<file path="config.mk">
export PLATFORM = sky130hd
export DESIGN_NAME = pi_drive_controller
export DESIGN_NICKNAME = d
export VERILOG_FILES = /design/src/sv/pidc_pkg.sv /design/src/sv/pidc_div.sv /design/src/sv/pidc_dp.sv /design/src/sv/pidc_ctrl.sv /design/src/sv/pi_drive_controller.sv
export SDC_FILE = /design/constraint.sdc
export NUM_CORES = 1
export LEC_CHECK = 0
export BUFFER_PORTS_ARGS = -buffer_cell sky130_fd_sc_hd__buf_2
export CORE_ASPECT_RATIO = 1.25
export CORE_UTILIZATION = 40
export CTS_CLUSTER_SIZE = 28
export DETAILED_ROUTE_END_ITERATION = 8
export PLACE_DENSITY = 0.66
export SLEW_MARGIN = 20
export SYNTH_ARGS = -nofsm -noshare
export SYNTH_HDL_FRONTEND = slang
export SYNTH_SLANG_ARGS = --single-unit
</file>
<file path="constraint.sdc">
create_clock -name i_clk -period 6.1 [get_ports i_clk]
set_input_delay 1.22 -clock i_clk [delete_from_list [all_inputs] [get_ports i_clk]]
set_output_delay 1.22 -clock i_clk [all_outputs]
set_load 0.05 [all_outputs]
</file>
<file path="src/sv/pidc_pkg.sv">
// Shared types and constants for the PI drive controller.
`timescale 1ns / 1ps

package pidc_pkg;

    localparam int MEAS_W  = 24;
    localparam int ERR_W   = MEAS_W + 1;
    localparam int ACC_W   = 32;
    localparam int KDIV_W  = 16;
    localparam int DIV_W   = ERR_W + 16;     // |err| * 65536
    localparam int SUM_W   = DIV_W + 1;
    localparam int CNT_W   = 6;
    localparam int DB_W    = 16;
    localparam int MAXD_W  = 8;
    localparam int DRIVE_W = 9;
    localparam int MODE_W  = 2;
    localparam int CIDX_W  = 2;
    localparam int CDAT_W  = 16;

    localparam logic [MODE_W-1:0] MODE_HIGH = 2'd1;
    localparam logic [MODE_W-1:0] MODE_LOW  = 2'd2;

    localparam logic [CIDX_W-1:0] CFG_DEADBAND  = 2'd0;
    localparam logic [CIDX_W-1:0] CFG_MAX_DRIVE = 2'd1;

    localparam logic [MAXD_W-1:0] MAX_DRIVE_RST = 8'd127;

    typedef struct packed {
        logic load_in;
        logic calc_err;
        logic calc_acc;
        logic div_start;
        logic div_step;
        logic calc_sum;
        logic calc_clamp;
        logic out_load;
    } t_dp_cmd;

    typedef struct packed {
        logic dead;
        logic out_busy;
    } t_dp_status;

endpackage

</file>
<file path="src/sv/pidc_div.sv">
// Restoring divider, one quotient bit per cycle while i_step is asserted.
`timescale 1ns / 1ps

module pidc_div
    import pidc_pkg::*;
(
    input  logic              i_clk,
    input  logic              i_start,
    input  logic              i_step,
    input  logic [DIV_W-1:0]  i_dividend,
    input  logic [KDIV_W-1:0] i_divisor,
    output logic [DIV_W-1:0]  o_quotient
);

    logic [KDIV_W-1:0] r_rem;
    logic [DIV_W-1:0]  r_quo;
    logic [KDIV_W-1:0] r_dvsr;
    logic [KDIV_W:0]   shifted;
    logic [KDIV_W+1:0] trial;
    logic              ge;

    always_comb begin
        shifted = {r_rem, r_quo[DIV_W-1]};
        trial   = {1'b0, shifted} - {2'b00, r_dvsr};
        ge      = ~trial[KDIV_W+1];
    end

    always_ff @(posedge i_clk) begin
        if (i_start) begin
            r_rem  <= '0;
            r_quo  <= i_dividend;
            r_dvsr <= i_divisor;
        end else if (i_step) begin
            // shifted stays below twice the divisor, so the remainder fits
            r_rem <= ge ? trial[KDIV_W-1:0] : shifted[KDIV_W-1:0];
            r_quo <= {r_quo[DIV_W-2:0], ge};
        end
    end

    assign o_quotient = r_quo;

endmodule

</file>
<file path="src/sv/pidc_dp.sv">
// Datapath: input capture, error and accumulator, dividers, sum, clamp, output register.
`timescale 1ns / 1ps

module pidc_dp
    import pidc_pkg::*;
(
    input  logic                     i_clk,
    input  logic                     i_rst_n,
    input  t_dp_cmd                  i_cmd,
    output t_dp_status               o_status,
    input  logic                     i_cfg_valid,
    input  logic [CIDX_W-1:0]        i_cfg_index,
    input  logic [CDAT_W-1:0]        i_cfg_data,
    input  logic signed [MEAS_W-1:0] i_measured,
    input  logic signed [MEAS_W-1:0] i_setpoint,
    input  logic [KDIV_W-1:0]        i_prop_divisor,
    input  logic [KDIV_W-1:0]        i_integ_divisor,
    input  logic [MODE_W-1:0]        i_precision_mode,
    input  logic                     i_out_ready,
    output logic                     o_out_valid,
    output logic signed [DRIVE_W-1:0] o_drive
);

    logic signed [MEAS_W-1:0]  r_meas;
    logic signed [MEAS_W-1:0]  r_sp;
    logic [KDIV_W-1:0]         r_kp;
    logic [KDIV_W-1:0]         r_ki;
    logic [MODE_W-1:0]         r_mode;
    logic signed [MEAS_W-1:0]  r_last_sp;
    logic signed [ACC_W-1:0]   r_esum;
    logic signed [ERR_W-1:0]   r_err;
    logic signed [ACC_W-1:0]   r_acc;
    logic signed [SUM_W-1:0]   r_sum;
    logic signed [DRIVE_W-1:0] r_res;
    logic [DB_W-1:0]           r_deadband;
    logic [MAXD_W-1:0]         r_max_drive;
    logic                      r_out_valid;
    logic signed [DRIVE_W-1:0] r_drive;

    logic [ERR_W-1:0]          err_mag;
    logic                      dead;
    logic signed [ACC_W:0]     acc_wide;
    logic signed [ACC_W-1:0]   acc_sat;
    logic [ACC_W-1:0]          acc_mag;
    logic [KDIV_W-1:0]         kp_eff;
    logic [KDIV_W-1:0]         ki_eff;
    logic [DIV_W-1:0]          p_quo;
    logic [DIV_W-1:0]          i_quo;
    logic signed [SUM_W-1:0]   p_term;
    logic signed [SUM_W-1:0]   i_term;
    logic [SUM_W-1:0]          sum_mag;
    logic [SUM_W-1:0]          lim;
    logic [SUM_W-1:0]          clip_mag;
    logic [MAXD_W-1:0]         q_mag;

    always_comb begin
        err_mag  = r_err[ERR_W-1] ? ERR_W'(-r_err) : ERR_W'(r_err);
        dead     = (!r_err[ERR_W-1] && r_err != '0 && r_mode == MODE_HIGH)
                || (r_err[ERR_W-1] && r_mode == MODE_LOW)
                || (err_mag <= {{(ERR_W-DB_W){1'b0}}, r_deadband});
        acc_wide = {r_esum[ACC_W-1], r_esum}
                 + {{(ACC_W+1-ERR_W){r_err[ERR_W-1]}}, r_err};
        if (acc_wide[ACC_W] != acc_wide[ACC_W-1])
            acc_sat = acc_wide[ACC_W] ? {1'b1, {(ACC_W-1){1'b0}}}
                                      : {1'b0, {(ACC_W-1){1'b1}}};
        else
            acc_sat = acc_wide[ACC_W-1:0];
        acc_mag  = r_acc[ACC_W-1] ? ACC_W'(-r_acc) : ACC_W'(r_acc);
        kp_eff   = (r_kp == '0) ? KDIV_W'(1) : r_kp;
        ki_eff   = (r_ki == '0) ? KDIV_W'(1) : r_ki;

        p_term   = r_err[ERR_W-1] ? -$signed({1'b0, p_quo}) : $signed({1'b0, p_quo});
        i_term   = r_acc[ACC_W-1] ? -$signed({1'b0, i_quo}) : $signed({1'b0, i_quo});

        sum_mag  = r_sum[SUM_W-1] ? SUM_W'(-r_sum) : SUM_W'(r_sum);
        lim      = {{(SUM_W-MAXD_W-8){1'b0}}, r_max_drive, 8'h00};
        clip_mag = (sum_mag > lim) ? lim : sum_mag;
        q_mag    = clip_mag[MAXD_W+7:8];
    end

    pidc_div u_div_p (
        .i_clk      (i_clk),
        .i_start    (i_cmd.div_start),
        .i_step     (i_cmd.div_step),
        .i_dividend ({err_mag, 16'h0000}),
        .i_divisor  (kp_eff),
        .o_quotient (p_quo)
    );

    pidc_div u_div_i (
        .i_clk      (i_clk),
        .i_start    (i_cmd.div_start),
        .i_step     (i_cmd.div_step),
        .i_dividend ({{(DIV_W-ACC_W){1'b0}}, acc_mag}),
        .i_divisor  (ki_eff),
        .o_quotient (i_quo)
    );

    // control state and configuration
    always_ff @(posedge i_clk) begin
        if (!i_rst_n) begin
            r_last_sp   <= '0;
            r_esum      <= '0;
            r_deadband  <= '0;
            r_max_drive <= MAX_DRIVE_RST;
            r_out_valid <= 1'b0;
        end else begin
            if (i_cfg_valid) begin
                unique case (i_cfg_index)
                    CFG_DEADBAND:  r_deadband  <= i_cfg_data;
                    CFG_MAX_DRIVE: r_max_drive <= i_cfg_data[MAXD_W-1:0];
                    default: ;
                endcase
            end
            if (i_cmd.calc_err && r_sp != r_last_sp) begin
                r_last_sp <= r_sp;
                r_esum    <= '0;
            end
            if (i_cmd.calc_acc)
                r_esum <= dead ? '0 : acc_sat;
            if (i_cmd.out_load)
                r_out_valid <= 1'b1;
            else if (i_out_ready)
                r_out_valid <= 1'b0;
        end
    end

    // payload
    always_ff @(posedge i_clk) begin
        if (i_cmd.load_in) begin
            r_meas <= i_measured;
            r_sp   <= i_setpoint;
            r_kp   <= i_prop_divisor;
            r_ki   <= i_integ_divisor;
            r_mode <= i_precision_mode;
        end
        if (i_cmd.calc_err)
            r_err <= {r_meas[MEAS_W-1], r_meas} - {r_sp[MEAS_W-1], r_sp};
        if (i_cmd.calc_acc) begin
            r_acc <= acc_sat;
            if (dead)
                r_res <= '0;
        end
        if (i_cmd.calc_sum)
            r_sum <= p_term + (i_term <<< 8);
        if (i_cmd.calc_clamp)
            r_res <= r_sum[SUM_W-1] ? -$signed({1'b0, q_mag}) : $signed({1'b0, q_mag});
        if (i_cmd.out_load)
            r_drive <= r_res;
    end

    assign o_status.dead     = dead;
    assign o_status.out_busy = r_out_valid && !i_out_ready;
    assign o_out_valid       = r_out_valid;
    assign o_drive           = r_drive;

endmodule

</file>
<file path="src/sv/pidc_ctrl.sv">
// Controller state machine: sequences one item through the datapath.
`timescale 1ns / 1ps

module pidc_ctrl
    import pidc_pkg::*;
(
    input  logic       i_clk,
    input  logic       i_rst_n,
    input  logic       i_in_valid,
    output logic       o_in_ready,
    input  t_dp_status i_status,
    output t_dp_cmd    o_cmd
);

    typedef enum logic [7:0] {
        S_IDLE  = 8'b0000_0001,
        S_ERR   = 8'b0000_0010,
        S_ACC   = 8'b0000_0100,
        S_LOAD  = 8'b0000_1000,
        S_DIV   = 8'b0001_0000,
        S_SUM   = 8'b0010_0000,
        S_CLAMP = 8'b0100_0000,
        S_DONE  = 8'b1000_0000
    } t_state;

    t_state           r_state, n_state;
    logic [CNT_W-1:0] r_cnt, n_cnt;

    always_comb begin
        n_state = r_state;
        n_cnt   = r_cnt;
        o_cmd   = '0;
        unique case (r_state)
            S_IDLE: begin
                if (i_in_valid) begin
                    o_cmd.load_in = 1'b1;
                    n_state       = S_ERR;
                end
            end
            S_ERR: begin
                o_cmd.calc_err = 1'b1;
                n_state        = S_ACC;
            end
            S_ACC: begin
                o_cmd.calc_acc = 1'b1;
                n_state        = i_status.dead ? S_DONE : S_LOAD;
            end
            S_LOAD: begin
                o_cmd.div_start = 1'b1;
                n_cnt           = '0;
                n_state         = S_DIV;
            end
            S_DIV: begin
                o_cmd.div_step = 1'b1;
                n_cnt          = r_cnt + CNT_W'(1);
                if (r_cnt == CNT_W'(DIV_W - 1))
                    n_state = S_SUM;
            end
            S_SUM: begin
                o_cmd.calc_sum = 1'b1;
                n_state        = S_CLAMP;
            end
            S_CLAMP: begin
                o_cmd.calc_clamp = 1'b1;
                n_state          = S_DONE;
            end
            S_DONE: begin
                // wait for room in the output register
                if (!i_status.out_busy) begin
                    o_cmd.out_load = 1'b1;
                    n_state        = S_IDLE;
                end
            end
            default: n_state = S_IDLE;
        endcase
    end

    always_ff @(posedge i_clk) begin
        if (!i_rst_n) begin
            r_state <= S_IDLE;
            r_cnt   <= '0;
        end else begin
            r_state <= n_state;
            r_cnt   <= n_cnt;
        end
    end

    assign o_in_ready = (r_state == S_IDLE);

endmodule

</file>
<file path="src/sv/pi_drive_controller.sv">
// PI drive controller with deadband. A computed drive passes through the states ERR, ACC, LOAD,
// the bit-serial division in the two dividers (run side by side), SUM, CLAMP and DONE; when
// the error is in the deadband or on the accepted side, ACC goes straight to DONE with a zero drive.
// One item at a time: a new input transfer is taken only once the last item has left DONE, and DONE
// holds while a result waits on a stalled output; the next input transfer is taken while a result
// waits in the output register. Synchronous active-low reset: accumulator, last setpoint 0.
`timescale 1ns / 1ps

module pi_drive_controller
    import pidc_pkg::*;
(
    input  logic                      i_clk,
    input  logic                      i_rst_n,
    input  logic                      i_cfg_valid,
    output logic                      o_cfg_ready,
    input  logic [CIDX_W-1:0]         i_cfg_index,
    input  logic [CDAT_W-1:0]         i_cfg_data,
    input  logic                      i_in_valid,
    output logic                      o_in_ready,
    input  logic signed [MEAS_W-1:0]  i_measured,
    input  logic signed [MEAS_W-1:0]  i_setpoint,
    input  logic [KDIV_W-1:0]         i_prop_divisor,
    input  logic [KDIV_W-1:0]         i_integ_divisor,
    input  logic [MODE_W-1:0]         i_precision_mode,
    output logic                      o_out_valid,
    input  logic                      i_out_ready,
    output logic signed [DRIVE_W-1:0] o_drive
);

    // reset also sets deadband 0, max_drive 127 and clears any pending result

    t_dp_cmd    cmd;
    t_dp_status status;

    assign o_cfg_ready = 1'b1;

    pidc_ctrl u_ctrl (
        .i_clk      (i_clk),
        .i_rst_n    (i_rst_n),
        .i_in_valid (i_in_valid),
        .o_in_ready (o_in_ready),
        .i_status   (status),
        .o_cmd      (cmd)
    );

    pidc_dp u_dp (
        .i_clk            (i_clk),
        .i_rst_n          (i_rst_n),
        .i_cmd            (cmd),
        .o_status         (status),
        .i_cfg_valid      (i_cfg_valid),
        .i_cfg_index      (i_cfg_index),
        .i_cfg_data       (i_cfg_data),
        .i_measured       (i_measured),
        .i_setpoint       (i_setpoint),
        .i_prop_divisor   (i_prop_divisor),
        .i_integ_divisor  (i_integ_divisor),
        .i_precision_mode (i_precision_mode),
        .i_out_ready      (i_out_ready),
        .o_out_valid      (o_out_valid),
        .o_drive          (o_drive)
    );

endmodule

</file>
# --- Yosys cells after proc, flatten, opt, wreduce, memory -nomap -nowiden ---
# Cells that the tools add are included.
word_totals:
  register_bits: 440
  elab_cells: 120
  output_inout_bits: 12
classes:
  n_mux: 39
  n_eq_ne: 17
  reduce_logical: 23
  n_bitwise: 2
  n_lt_le_gt_ge: 2
  n_addsub: 12
ops:
  columns: ["op", "n"]
  rows:
  - ["2-to-1 mux 32 bit", 8]
  - ["2-to-1 mux 42 bit", 2]
  - ["2-to-1 mux 41 bit", 2]
  - ["case mux 8 bit (8 select lines)", 1]
  - ["2-to-1 mux 16 bit", 3]
  - ["adder 42 bit", 1]
  - ["greater-than comparator 42 x 16 -> 1 bit", 1]
  - ["negation 41 -> 42 bit", 1]
  - ["negation 42 bit", 1]
  - ["2-to-1 mux 9 bit", 4]
  - ["subtractor 17 x 16 -> 18 bit", 2]
  - ["2-to-1 mux 34 bit", 1]
  - ["negation 34 bit", 1]
  - ["adder 32 x 25 -> 33 bit", 1]
  - ["zero test 16 bit", 2]
  - ["2-to-1 mux 8 bit", 4]
  - ["negation 32 bit", 1]
  - ["<= comparator 25 x 16 -> 1 bit", 1]
  - ["2-to-1 mux 25 bit", 1]
  - ["negation 25 bit", 1]
  - ["nonzero test 25 bit", 1]
  - ["subtractor 24 x 24 -> 25 bit", 1]
  - ["!= test 24 bit", 1]
  - ["2-to-1 mux 1 bit", 12]
  - ["other kinds (25)", 41]

# --- Depth between registers and ports, before layout ---
# Gate-level depths: netlist of the first run.
depth:
  word_depth: 8
  ltp_mapped: 23
  ltp_nobuf: 21

# --- Cells and area by module ---
# Synthesis of the first run repeated with hierarchy kept, for this count alone.
hier_totals:
  cells_unflattened: 2658
  hier_area_um2: 26979.6
modules_own_cells:
  columns: ["module", "cells_per_inst", "area_each_um2", "n_inst"]
  rows:
  - ["pidc_dp", 1912, 18322.6, 1]
  - ["pidc_div", 325, 3930.0, 2]
  - ["pidc_ctrl", 94, 785.8, 1]
  - ["pi_drive_controller", 2, 11.3, 1]

# --- Worst setup path before layout of the first run ---
# Ideal clock, no wire load.
synth_timing:
  path_type: "reg2reg"
  from: "reg u_dp.r_sum[2]"
  to: "reg u_dp.r_res[4] (data pin)"
  slack_ns: 0.774
  t_arrival_ns: 5.056
  stages_incl_launch_ff: 21
  synth_period_minus_slack_ns: 5.326
  n_path_buf: 1
  setup_ns: 0.270
  cell_sequence: "edfxtp_1 -> or4_1 -> or4_1 -> o21ai_0 -> xnor2_1 -> ha_1 -> nand4_1 -> or4_1 -> a221oi_1 -> o211a_1 -> o2111ai_2 -> nor4_4 -> nand4b_4 -> clkbuf_1 -> a21oi_1 -> ha_1 -> inv_1 -> or3_1 -> mux2i_1 -> or3_1 -> a21oi_1"
synth_between:
  elab_chain_cells: 7
synth_rtl:
  columns: ["item", "line_no", "rtl"]
  rows:
  - ["start: declaration", "pidc_dp.sv:33", "logic signed [SUM_W-1:0] r_sum;"]
  - ["start signal: assignment", "pidc_dp.sv:145", "r_sum <= p_term + (i_term <<< 8);"]
  - ["negation 42 bit", "pidc_dp.sv:75", "sum_mag = r_sum[SUM_W-1] ? SUM_W'(-r_sum) : SUM_W'(r_sum);"]
  - ["2-to-1 mux 42 bit (*)", "pidc_dp.sv:75", null]
  - ["greater-than comparator 42 x 16 -> 1 bit", "pidc_dp.sv:77", "clip_mag = (sum_mag > lim) ? lim : sum_mag;"]
  - ["2-to-1 mux 16 bit (*)", "pidc_dp.sv:77", null]
  - ["negation 8 -> 9 bit", "pidc_dp.sv:147", "r_res <= r_sum[SUM_W-1] ? -$signed({1'b0, q_mag}) : $signed({1'b0, q_mag});"]
  - ["2-to-1 mux 9 bit (*)", "pidc_dp.sv:147", null]
  - ["2-to-1 mux 9 bit (*)", "pidc_dp.sv:146", "if (i_cmd.calc_clamp)"]
  - ["end signal: assignment", "pidc_dp.sv:147", null]
  - ["end: declaration", "pidc_dp.sv:34", "logic signed [DRIVE_W-1:0] r_res;"]
# Every way passes the cells marked *; elsewhere a longest branch is shown, timed or not.
# A chain may end at the register's enable or synchronous reset.

# --- Worst setup path after layout of the first run ---
# Ends and elaborated chain as after synthesis.

==> results of run 1 <==
[final timing paths]
kind	to	slack [ns]	cells past startpoint
worst min-delay path	u_dp.o_drive[4]	0.42	0
worst min register to register	u_dp.o_drive[4]	0.42	0
worst max-delay path	u_dp.r_res[4]	0.43	19
worst max register to register	u_dp.r_res[4]	0.43	19
[where the power goes]
part           leakage, nW  internal, mW  total (mW)  switching (mW)
Combinational         6.46         0.381       0.899           0.518
Sequential            3.91          3.34        3.43          0.0961
Clock                0.750          1.56        2.76            1.21
[cell families after synthesis]
group,Yosys count
and+or+nand+nor,796
other,1
adders and majority gates,165
muxes,52
xor gates and xnor gates,254
buffers and inverters,266
DFF,440
AOI/OAI and AO/OA,676
[flip-flops by register name, indices dropped and copies added, names as in the netlist]
name                     cells
u_dp.u_div_p.r_dvsr         16
u_dp.r_mode                  2
u_dp.r_deadband             16
u_dp.o_drive                 9
u_dp.r_kp                   16
u_ctrl.r_cnt                 6
u_dp.r_max_drive             8
u_dp.r_sum                  42
u_dp.u_div_i.r_dvsr         16
u_dp.u_div_p.r_rem          16
u_dp.r_meas                 24
u_dp.r_ki                   16
u_dp.r_esum                 32
u_dp.r_sp                   24
u_dp.u_div_i.o_quotient     41
u_dp.u_div_i.r_rem          16
u_dp.o_out_valid             1
u_ctrl.r_state               8
u_dp.r_acc                  32
u_dp.u_div_p.o_quotient     41
u_dp.r_last_sp              24
u_dp.r_res                   9
u_dp.r_err                  25
[stage by stage]
| stage | hold slack (ns) | utilization | worst slack, ns | cell area (µm²) | power [mW] |
|---|---|---|---|---|---|
| floorplan | 0.4003 | - | 0.7740 | 26000 | 4.146 |
| global placement | 0.4010 | 0.4272 | 0.5311 | 27460 | 4.360 |
| detailed placement | 0.4052 | 0.4272 | 0.4750 | 27460 | 4.392 |
| CTS | 0.4192 | 0.4506 | 0.4419 | 28960 | 7.167 |
| global route | 0.4253 | 0.4506 | 0.05271 | 28970 | 7.379 |
| finish | 0.4181 | 0.4506 | 0.4310 | 28970 | 7.096 |
[cells in the mapped netlist, drive strengths merged, types with 7 or more instances]
cell type / instances / share of area
inv: 146 / 0.021
xnor2: 194 / 0.065
o21bai: 11 / 0.0032
buf: 9 / 0.0021
clkbuf: 110 / 0.016
xor2: 60 / 0.020
o31ai: 44 / 0.013
maj3: 8 / 0.0031
nand2b: 27 / 0.0065
or4: 32 / 0.0095
o21a: 27 / 0.0078
o22ai: 7 / 0.0017
a31oi: 30 / 0.0072
nand4: 21 / 0.0051
dfxtp: 152 / 0.12
nor4: 26 / 0.0068
or3: 43 / 0.011
o21ai: 198 / 0.038
nand3: 41 / 0.0079
edfxtp: 288 / 0.33
nor2b: 48 / 0.012
mux2i: 48 / 0.018
or2: 14 / 0.0034
a211oi: 14 / 0.0040
and2: 18 / 0.0043
nor3b: 12 / 0.0035
nand2: 249 / 0.036
o311ai: 9 / 0.0030
o41ai: 16 / 0.0054
a21oi: 111 / 0.021
a22o: 45 / 0.015
o31a: 8 / 0.0027
nor2: 170 / 0.025
nor3: 49 / 0.0094
nand3b: 12 / 0.0035
a21boi: 26 / 0.0075
a21o: 41 / 0.012
o211ai: 19 / 0.0055
and3: 17 / 0.0041
ha: 152 / 0.073
[metal layers]
metal,wire length (µm),GRT usage,vias to the layer above,share of wire
li1,-,-,9833,-
met1,25400,0.2111,9299,0.40
met2,32560,0.3521,464,0.52
met3,2256,0.02331,159,0.036
met4,2888,0.08758,4,0.046
met5,22,0,-,0.00035
[area by class of cell]
cell class	count	area, µm²
clock buffer	61	1289
clock inverter	25	215.2
sequential	440	11690
inverter	147	553.0
tap	848	1061
multi-input combinational	1944	13360
fill	6095	35320
timing repair buffer	145	800.8
[repair_timing]
item | 4_1_cts | 5_1_grt
hold buffers | 0 | 0
endpoints found under the setup margin | 0 | 1
resized for setup | 0 | 1
==> impl_results.md, run 1 <==
* Status: finished clean
* Max Cap Violations at 0
* Crit end category: register
* Largest net degree at the start of global routing at 74
* Clk buf depth at 3
* Residual DRC at 0
* Clock skew at ~0.017 ns
* WP data arrival at 5.97 ns
* Yosys cell types at 86
* Average cell area after synthesis at 9.811 µm²
* Worst Hold Class: reg2reg
* Register bit total from synthesis at 440
* Crit-path slowest cell: or4_1
* Main combinational cell family by area after synthesis: compound AO/OA/AOI/OAI gates
* Post-synthesis adder-cell area fraction at 0.08008
* Maximum vdd ir drop at 0.2551 mV
* Commonest cells after routing, fill and taps aside: 288 x edfxtp_1, 249 x nand2_1, 196 x o21ai_0
* Worst slew pin tran at 1.045 ns
* CTS Buf Count at 46
* R2r startpoint: u_dp.r_sum[2]
* Mapped Area at 26,000 µm²
* Hold path start: u_dp.r_res[4]
* Post-synth EDFFs at 288
* Synth-to-layout area growth at 11.41%
* FMAX at 176.4 MHz
* Final Hold Fails at 0
* Drt via density at 5.473
* First-pass GRT wire length at 100,600 µm
* Post-synthesis sequential area ratio at 0.4497
* Chip width at 230.0 µm
* GRT Overall Usage at 0.1884
* Final ANT Viol Nets at 0
* Placed Cells at 3,524
* Initial antenna violation count at 3
* Critical path class: reg2reg
* Die area at ~66,000 µm²
* Rows at 104
* Critical Path Source: u_dp.r_sum[2]
* Minimum clock period at roughly 5.7 ns
* Async set or reset register ratio after synthesis at 0
* Initial DRC Count at around 1,200
* Ant diodes at 0
* WP buf/inv at 1
* Skew-Pair Late Insertion Delay at 0.59 ns
* Post-synthesis simple-gate area fraction at 0.1529
* Grt ovf at 0
* Die height at 287.0 µm
* Initial Util at 0.4045
* Clk root buf: clkbuf_16
* Max-slew headroom at 0.3018
* Core Box Area at about 64,000 µm²
* Layout cell share with drive strength beyond 1 at 0.09558
* Placer Congestion at 0.8897
* Final Cycle Share at 0.9293
* Top delay family on crit path: simple AND/OR/NAND/NOR gates
* Via count at 19,760
* Power Density at 245.0 nW/µm²
* Vias in the first global route at between 15,000 and 20,000
* Setup TNS at 0 ns
* # setup viols final at 0
* Cells after synthesis at ~2,700
* Yosys Warn Count at 0
* Fin. max-slew vios at 0
* Launching element type of the critical path: register
* Mux share of post-synthesis cell area at 0.02021
* IO Pins at 117
* H-Tree Depth at 2
* Crit-path max FO at 5
* Syn Nets at 2,912
* Most frequent cell on the critical path: or4_1
* # clock sinks at 440
* Leakage at 11.12 nW
* Unrepaired setup endpoints after global routing: false
* Synth Area in XOR/XNOR at 0.08556
* Ys flop type: edfxtp_1
* Routed len/inst at about 17 µm
* Final-stage net count at 2,986
* Finished Layout Cells at 3,610
* CTS tree: built
* Crit-path cells: or4_1 -> or4_1 -> o21ai_0 -> xnor2_1 -> ha_1 -> nand4_1 -> or4_1 -> a221oi_1 -> o211a_1 -> o2111ai_2 -> nor4_4 -> nand4b_4 -> mux2i_1 -> ha_1 -> inv_1 -> or3_1 -> mux2i_1 -> or3_1 -> a21oi_1
* DP Wirelength at around 50,000 µm
* # port buffers at about 120
* Commonest non-fill, non-tap cell in the layout: edfxtp_1
* Final WL at between 60,000 and 70,000 µm
* Data required, critical path at around 6.4 ns
* DR pass1 iterations at 5
* Clk slew on worst S/H paths at 0.06 ns
* Setup Buffers After CTS at 0
* Worst path max stage delay at 0.55 ns
* Synth Area in Compound Gates at 0.1722
No activity file was read; power rests on OpenSTA's default activity.
==> inputs of run 2 (changes only) <==
- CTS_CLUSTER_DIAMETER: unset -> 60
- GPL_TIMING_DRIVEN: unset -> 0
- clock period: 6.1 -> 6.4 ns (I/O delays scaled with it)
==> run 2 against run 1 <==
Net effect:
- first-iteration DRC count grew 8.1%
- global-route usage increased by 0.89 points
- setup slack got worse by 0.17 ns
- power decreased by 11%
- register-to-register slack worse by 0.17 ns
- worst hold slack improved by 0.0064 ns
- critical path type unchanged
- largest cell class unchanged
- largest power group unchanged
- highest routed layer unchanged
==> impl_results.md, run 2 (synthesized netlist as in run 1, its figures left out) <==
* Status: finished clean
* R2R cell count at 20 (+1)
* Unrepaired setup endpoints after global routing: false
* Initial DRC Count at 1,341 (+8.1%)
* Final core occ at 0.4505 (about the same)
* # clock sinks at 440 (unchanged)
* GRT Overall Usage at 0.1974 (+0.008936)
* Pwr Total at 6.304 mW (-11%)
* H-Tree Depth at 1 (-1)
* # port buffers at 115 (unchanged)
* Commonest non-fill, non-tap cell in the layout: edfxtp_1
* Initial antenna violation count at 10 (+7)
* DP Wirelength at 53,860 µm (+9.8%)
* Critical Path Source: u_dp.r_sum[2]
* Fin. max-slew vios at 0 (unchanged)
* Placer Congestion at 0.9591 (+7.8%)
* Leakage at 11.00 nW (-1.0%)
* Clk root buf: clkbuf_16
* CTS tree: built
* Initial Util at 0.4045 (unchanged)
* IO Pins at 117 (unchanged)
* Crit end category: register
* DR pass1 iterations at 5 (unchanged)
* Clock skew at 0.06643 ns (+0.04956 ns)
* First-pass GRT wire length at 104,500 µm (+4.0%)
* Residual DRC at 0 (unchanged)
* Worst path max stage delay at 0.58 ns (+0.03 ns)
* Data required, critical path at 6.77 ns (+0.37 ns)
* Layout cell share with drive strength beyond 1 at 0.08263 (-0.01296)
* Largest net degree at the start of global routing at 46 (-38%)
* FMAX at 162.8 MHz (-7.7%)
* Clk buf depth at 3 (unchanged)
* Drt via density at 5.528 (+1.0%)
* Chip width at 230.0 µm (unchanged)
* Die area at 66,030 µm² (unchanged)
* DP Worst Slack at -0.1009 ns (-0.5760 ns)
* Grt ovf at 0 (unchanged)
* Clk slew on worst S/H paths at 0.10 ns (+0.04 ns)
* Crit-path slowest cell: or4_1
* Hold path start: u_dp.r_res[5]
* Hold_buf cts at 0 (unchanged)
* Met3 usage at 0.02560 (+0.002282)
* GR Util met1 at 0.2229 (+0.01177)
* # setup viols final at 0 (unchanged)
* Power Density at 217.7 nW/µm² (-11%)
* Largest Register: u_dp.r_sum
* Max-slew headroom at 0.2879 (-0.01387)
* GR peak layer: met2
* Worst slew pin tran at 1.058 ns (+0.01320 ns)
* Hold Path End: u_dp.o_drive[5]
* Crit-path cells: or4_1 -> or4_1 -> and2_1 -> xor2_1 -> ha_1 -> nand4_1 -> or4_1 -> a221oi_2 -> o211a_1 -> o2111ai_2 -> nor4_4 -> nand4b_4 -> clkbuf_2 -> a21oi_1 -> ha_2 -> inv_1 -> or3_1 -> mux2i_1 -> or3_1 -> a21oi_1
* Vias in the first global route at 19,770 (+1.1%)
* Setup Buffers After CTS at 0 (unchanged)
* Grt met2 use at 0.3692 (+0.01709)
* Die height at 287.0 µm (unchanged)
* Post-route setup slack at 0.2572 ns (-0.1738 ns)
* Max Cap Violations at 0 (unchanged)
* Worst Hold Class: reg2reg
* Final Hold Fails at 0 (unchanged)
* Max FFs per register at 42 (unchanged)
* Critical path class: reg2reg
* Final Cycle Share at 0.9598 (+0.03046)
* Worst r2r dst: u_dp.r_res[4]
* Synth-to-layout area growth at 11.39% (about the same)
* WP data arrival at 6.52 ns (+0.55 ns)
* Routed len/inst at 18.21 µm (+4.2%)
* Maximum vdd ir drop at 0.2550 mV (about the same)
* Core Box Area at 64,280 µm² (unchanged)
* R2r startpoint: u_dp.r_sum[2]
* Commonest cells after routing, fill and taps aside: 288 x edfxtp_1, 249 x nand2_1, 194 x xnor2_1, 194 x o21ai_0, 170 x nor2_1
* Final-stage net count at 3,070 (+2.8%)
* Minimum clock period at 6.143 ns (+0.4738 ns)
* Final ANT Viol Nets at 0 (unchanged)
* Most frequent cell on the critical path: or4_1
* CTS Buf Count at 30 (-35%)
* Launching element type of the critical path: register
* Via count at 20,360 (+3.0%)
* Crit-path max FO at 10 (+5)
* Final WL at 67,080 µm (+6.3%)
* R2R Setup Slk at 0.26 ns (-0.17 ns)
* Hold Path Stages at 0 (unchanged)
* Rows at 104 (unchanged)
* Skew-Pair Late Insertion Delay at 0.65 ns (+0.06 ns)
-- run 2: cell types whose count changed in the layout (fill, tap and decap cells not counted), sizes merged --
cell	previous run	this run
inv	153	158
buf	145	136
bufinv	1	0
clkinv	18	12
clkbuf	61	142
diode	0	3
-- run 2: report_power, final --
part / internal (mW) / leakage [nW] / switching [mW] / total [mW]
Combinational: 0.375 / 6.54 / 0.515 / 0.890
Sequential: 3.18 / 3.91 / 0.0929 / 3.27
Clock: 0.998 / 0.547 / 1.15 / 2.14
Total: 4.55 / 11.0 / 1.75 / 6.30
-- run 2: metal layers --
metal,wire length [µm],up-vias
met5,82,-
met4,2716,14
met3,2904,133
met2,34700,526
met1,26680,9692
li1,-,9996
-- run 2: repair_timing --
action | in CTS | in global routing
cloned | 0 | 0
gates resized for setup | 1 | 11
pin swaps | 0 | 0
endpoints found under the setup margin | 1 | 2
endpoints found under the hold margin | 0 | 0
-- run 2: final cells by class --
type / count / area, µm²
diodes: 3 / 7.507
well taps: 848 / 1061
clock inverters: 23 / 330.3
flip-flops and latches: 440 / 11690
multi-input cells: 1944 / 13340
repair buffers: 127 / 710.7
fillers: 6077 / 35320
plain buffers: 118 / 469.2
clock buffers: 33 / 803.3
inverters: 147 / 553.0
-- run 2: how the worst max path moves through the flow --
stage	slack [ns]	to	depth (start not counted)
after CTS	0.04	u_dp.r_res[4]	21
final	0.26	u_dp.r_res[4]	20
after floorplan	1.07	u_dp.r_res[4]	20
after global routing	0.03	u_dp.r_res[4]	20
after detailed placement	-0.10	u_dp.r_res[4]	22
after global placement	-0.11	u_dp.r_res[4]	22
-- run 2: through the flow --
stage          instances  setup TNS [ns]  cell area [µm²]  hold slack, ns
5_1_grt             3683               0            28960          0.4282
3_5_place_dp        3625         -0.1009            27790          0.4045
2_1_floorplan       2650               0            26000          0.4003
3_3_place_gp        3613         -0.1111            27640          0.4036
6_report            3683               0            28960          0.4245
4_1_cts             3680               0            28930          0.4252
-- run 2: critical path, delay by kind of cell, from the launching register on --
family	cells	cell delay (ns)
AO/OA/AOI/OAI	5	1.03
XOR/XNOR	1	0.20
adder cells (fa/ha/maj)	2	0.58
buffers and inverters	2	0.32
flip-flops	1	0.41
multiplexers	1	0.16
AND/OR/NAND/NOR	9	3.16
==> inputs of run 3 (changes only) <==
- CORE_UTILIZATION: 40 -> 35
- PLACE_DENSITY: 0.66 -> 0.6
- SYNTH_HIERARCHICAL: unset -> 1
==> run 3 against run 2 <==
Net effect:
- core utilization decreased by 5.2 points
- sequential power decreased by 2%
- register-to-register slack better by 0.13 ns
- critical path type unchanged
- highest routed layer is now met4
==> impl_results.md, run 3 <==
* Unrepaired setup endpoints after global routing: true
* Max Cap Violations at 0 (unchanged)
* DP Wirelength at 52,210 µm (-3.1%)
* Initial DRC Count at 1,008 (-25%)
* Routed len/inst at 17.20 µm (-5.6%)
* Chip width at 250.3 µm (+8.8%)
* Post-synth EDFFs at 313 (+8.7%)
* Crit-path max FO at 10 (unchanged)
* Yosys Warn Count at 6 (+6)
* Die area at 78,210 µm² (+18%)
* Maximum vdd ir drop at 0.2652 mV (+4.0%)
* Final ANT Viol Nets at 0 (unchanged)
* Leading area contributor after synthesis: edfxtp_1
* Placed Cells at 3,791 (+4.6%)
* Worst Hold Class: reg2reg
* Fillers at 7,416 (+22%)
* Ys flop type: edfxtp_1
* Dominant cells by area after synthesis: edfxtp_1 35%, dfxtp_1 9.4%, ha_1 7.1%, xnor2_1 6.7%, mux2_2 3.4%
* Residual DRC at 0 (unchanged)
* WP data arrival at 6.36 ns (-0.16 ns)
* Async set or reset register ratio after synthesis at 0 (unchanged)
* Commonest cells after routing, fill and taps aside: 313 x edfxtp_1, 205 x xnor2_1, 191 x nor2_1
* Clock share of power at 0.383 (+0.043)
* Max-slew headroom at 0.2960 (+0.008097)
* Synth-to-layout area growth at 12.64%
* Final Hold Fails at 0 (unchanged)
* Initial antenna violation count at 3 (-7)
* Sequential fraction of design power at 0.514 (-0.005)
* Hold_ws at 0.4181 ns (-0.006452 ns)
* First-pass GRT wire length at 104,900 µm (+0.35%)
* Initial Util at 0.3540 (-0.05044)
* Final-stage net count at 3,116 (+1.5%)
* Average cell area after synthesis at 10.15 µm² (+3.5%)
* Setup TNS at 0 ns (unchanged)
* # setup viols final at 0 (unchanged)
* Vias in the first global route at 19,570 (-1.0%)
* FMAX at 166.4 MHz (+2.2%)
* Status: finished clean
* Register bit total from synthesis at 440 (unchanged)
* Post-synthesis sequential area ratio at 0.4426 (-0.007053)
* Critical path class: reg2reg
* DR pass1 iterations at 5 (unchanged)
* Leakage at 11.18 nW (+1.6%)
* Largest net degree at the start of global routing at 37 (-20%)
* Clk buf depth at 3 (unchanged)
* Switching share of power at 0.2540 (-0.02434)
* Final Cycle Share at 0.9388 (-0.02098)
* Clock skew at 0.03698 ns (-0.02945 ns)
* Comb pwr share at 0.104 (-0.037)
* Most numerous cell in the Yosys netlist: edfxtp_1
* Final WL at 66,340 µm (-1.1%)
* Clk slew on worst S/H paths at 0.08 ns (-0.02 ns)
* IO Pins at 117 (unchanged)
* Skew-Pair Late Insertion Delay at 0.58 ns (-0.07 ns)
* Worst slew pin tran at 1.054 ns (-0.004664 ns)
* Cells after synthesis at 2,658 (+0.30%)
* Max FFs per register at 42 (unchanged)
* Cell internal pwr at 4.651 mW (+2.2%)
* Minimum clock period at 6.009 ns (-0.1342 ns)
* CTS tree: built
* Layout cell share with drive strength beyond 1 at 0.1324 (+0.04976)
* CTS Buf Count at 36 (+20%)
* Grt ovf at 0 (unchanged)
* Largest Register: u_dp/r_sum
* Via count at 20,260 (-0.48%)
* Yosys cell types at 101 (+17%)
* GRT Overall Usage at 0.1673 (-0.03010)
* Final instance area at 30,390 µm² (+4.9%)
* Rows at 113 (+8.7%)
* Drt via density at 5.254 (-5.0%)
* Placement Cell Area at 29,090 µm² (+4.7%)
* # port buffers at 115 (unchanged)
* Power Density at 205.1 nW/µm² (-5.8%)
* Mapped Area at 26,980 µm² (+3.8%)
* H-Tree Depth at 2 (+1)
* Placer Congestion at 0.9300 (-3.0%)
* Core Box Area at 76,210 µm² (+19%)
* Die height at 312.4 µm (+8.8%)
* Synth cell count leaders: 313 x edfxtp_1, 205 x xnor2_1, 192 x nor2_1
* Area share of the largest cell type after synthesis at 0.3484 (+0.01575)
* Crit end category: register
* Launching element type of the critical path: register
* Switch Pwr at 1.584 mW (-9.8%)
* # clock sinks at 440 (unchanged)
* Clk root buf: clkbuf_16
* Finished Layout Cells at 3,857 (+4.7%)
* Data required, critical path at 6.75 ns (-0.02 ns)
* Fin. max-slew vios at 0 (unchanged)
* Final core occ at 0.3988 (-0.05177)
* Commonest non-fill, non-tap cell in the layout: edfxtp_1
## run 3: routing by layer
| metal | GRT usage | routed length, µm | up-vias |
|---|---|---|---|
| met5 | 0 | 0 | - |
| met4 | 0.05912 | 2163 | 0 |
| met3 | 0.01841 | 2096 | 99 |
| met2 | 0.2997 | 32970 | 359 |
| met1 | 0.2065 | 29110 | 9563 |
| li1 | - | - | 10240 |
## run 3: stage by stage
stage                     power, mW  setup WS [ns]
after floorplan               3.712         0.6404
after global placement        3.900        -0.8899
after detailed placement      3.913       -0.01827
after CTS                     6.323        0.01500
after global routing          6.491       -0.06368
final                         6.234         0.3915
## run 3: final timing paths
kind,from,slack [ns],to,depth (start not counted)
max,u_dp/r_sum[7],0.39,u_dp/r_res[6],21
min,u_dp/r_res[5],0.42,u_dp/o_drive[5],0
max reg2reg,u_dp/r_sum[7],0.39,u_dp/r_res[6],21
min reg2reg,u_dp/r_res[5],0.42,u_dp/o_drive[5],0
## run 3: worst max-delay path, cell delays in order, from the launching register on
cell and delay [ns]:
edfxtp_1 0.42, nor4_4 0.42, nand4_1 0.46, clkbuf_1 0.35, o21ai_0 0.34, xnor2_1 0.19, ha_1 0.35, nand4_1 0.12
o311a_1 0.30, a211oi_1 0.30, nand4_1 0.17, nor4_2 0.32, nand4_2 0.30, buf_4 0.27, o21ai_0 0.16, ha_1 0.23
inv_1 0.07, or2_2 0.32, o21ai_0 0.22, xnor2_1 0.15, nor2_1 0.06, a211oi_1 0.28
## run 3: timing repair
| item | CTS | global route |
|---|---|---|
| pin swaps | 0 | 1 |
| cloned | 0 | 0 |
| gates resized for setup | 1 | 5 |
| hold buffers | 0 | 0 |
| hold endpoints to repair | 0 | 0 |
| buffers inserted | 0 | 0 |
| endpoints found under the setup margin | 1 | 5 |
## run 3: cell type report
class,instances,area (µm²),area share
diodes,2,5.005,0.0001647
plain buffers,123,546.8,0.01799
clock buffers,42,979.7,0.03224
clock inverters,22,282.8,0.009305
inverters,142,534.3,0.01758
multi-input cells,1977,14110,0.4644
flip-flops and latches,440,11940,0.3930
well taps,977,1222,0.04023
repair buffers,132,763.2,0.02512
## run 3: power by group through the flow
stage	Clock [mW]	Combinational [mW]	Sequential, mW
6_report	2.39	0.646	3.20
2_1_floorplan	0	0.464	3.25
3_3_place_gp	0	0.623	3.28
4_1_cts	2.47	0.649	3.20
5_1_grt	2.56	0.726	3.21
3_5_place_dp	0	0.646	3.27
## run 3: kinds of logic (layout without fill, tap and decap cells)
| logic type | count (synthesis) | in the layout | synth area share |
|---|---|---|---|
| AO/OA/AOI/OAI | 686 | 686 | 0.1750 |
| XOR/XNOR | 264 | 264 | 0.08570 |
| adder cells (fa/ha/maj) | 159 | 159 | 0.07513 |
| buffers and inverters | 265 | 461 | 0.03998 |
| flip-flops | 440 | 440 | 0.4426 |
| multiplexers | 94 | 94 | 0.03863 |
| other | 2 | 28 | 0.0002784 |
| AND/OR/NAND/NOR | 748 | 748 | 0.1427 |
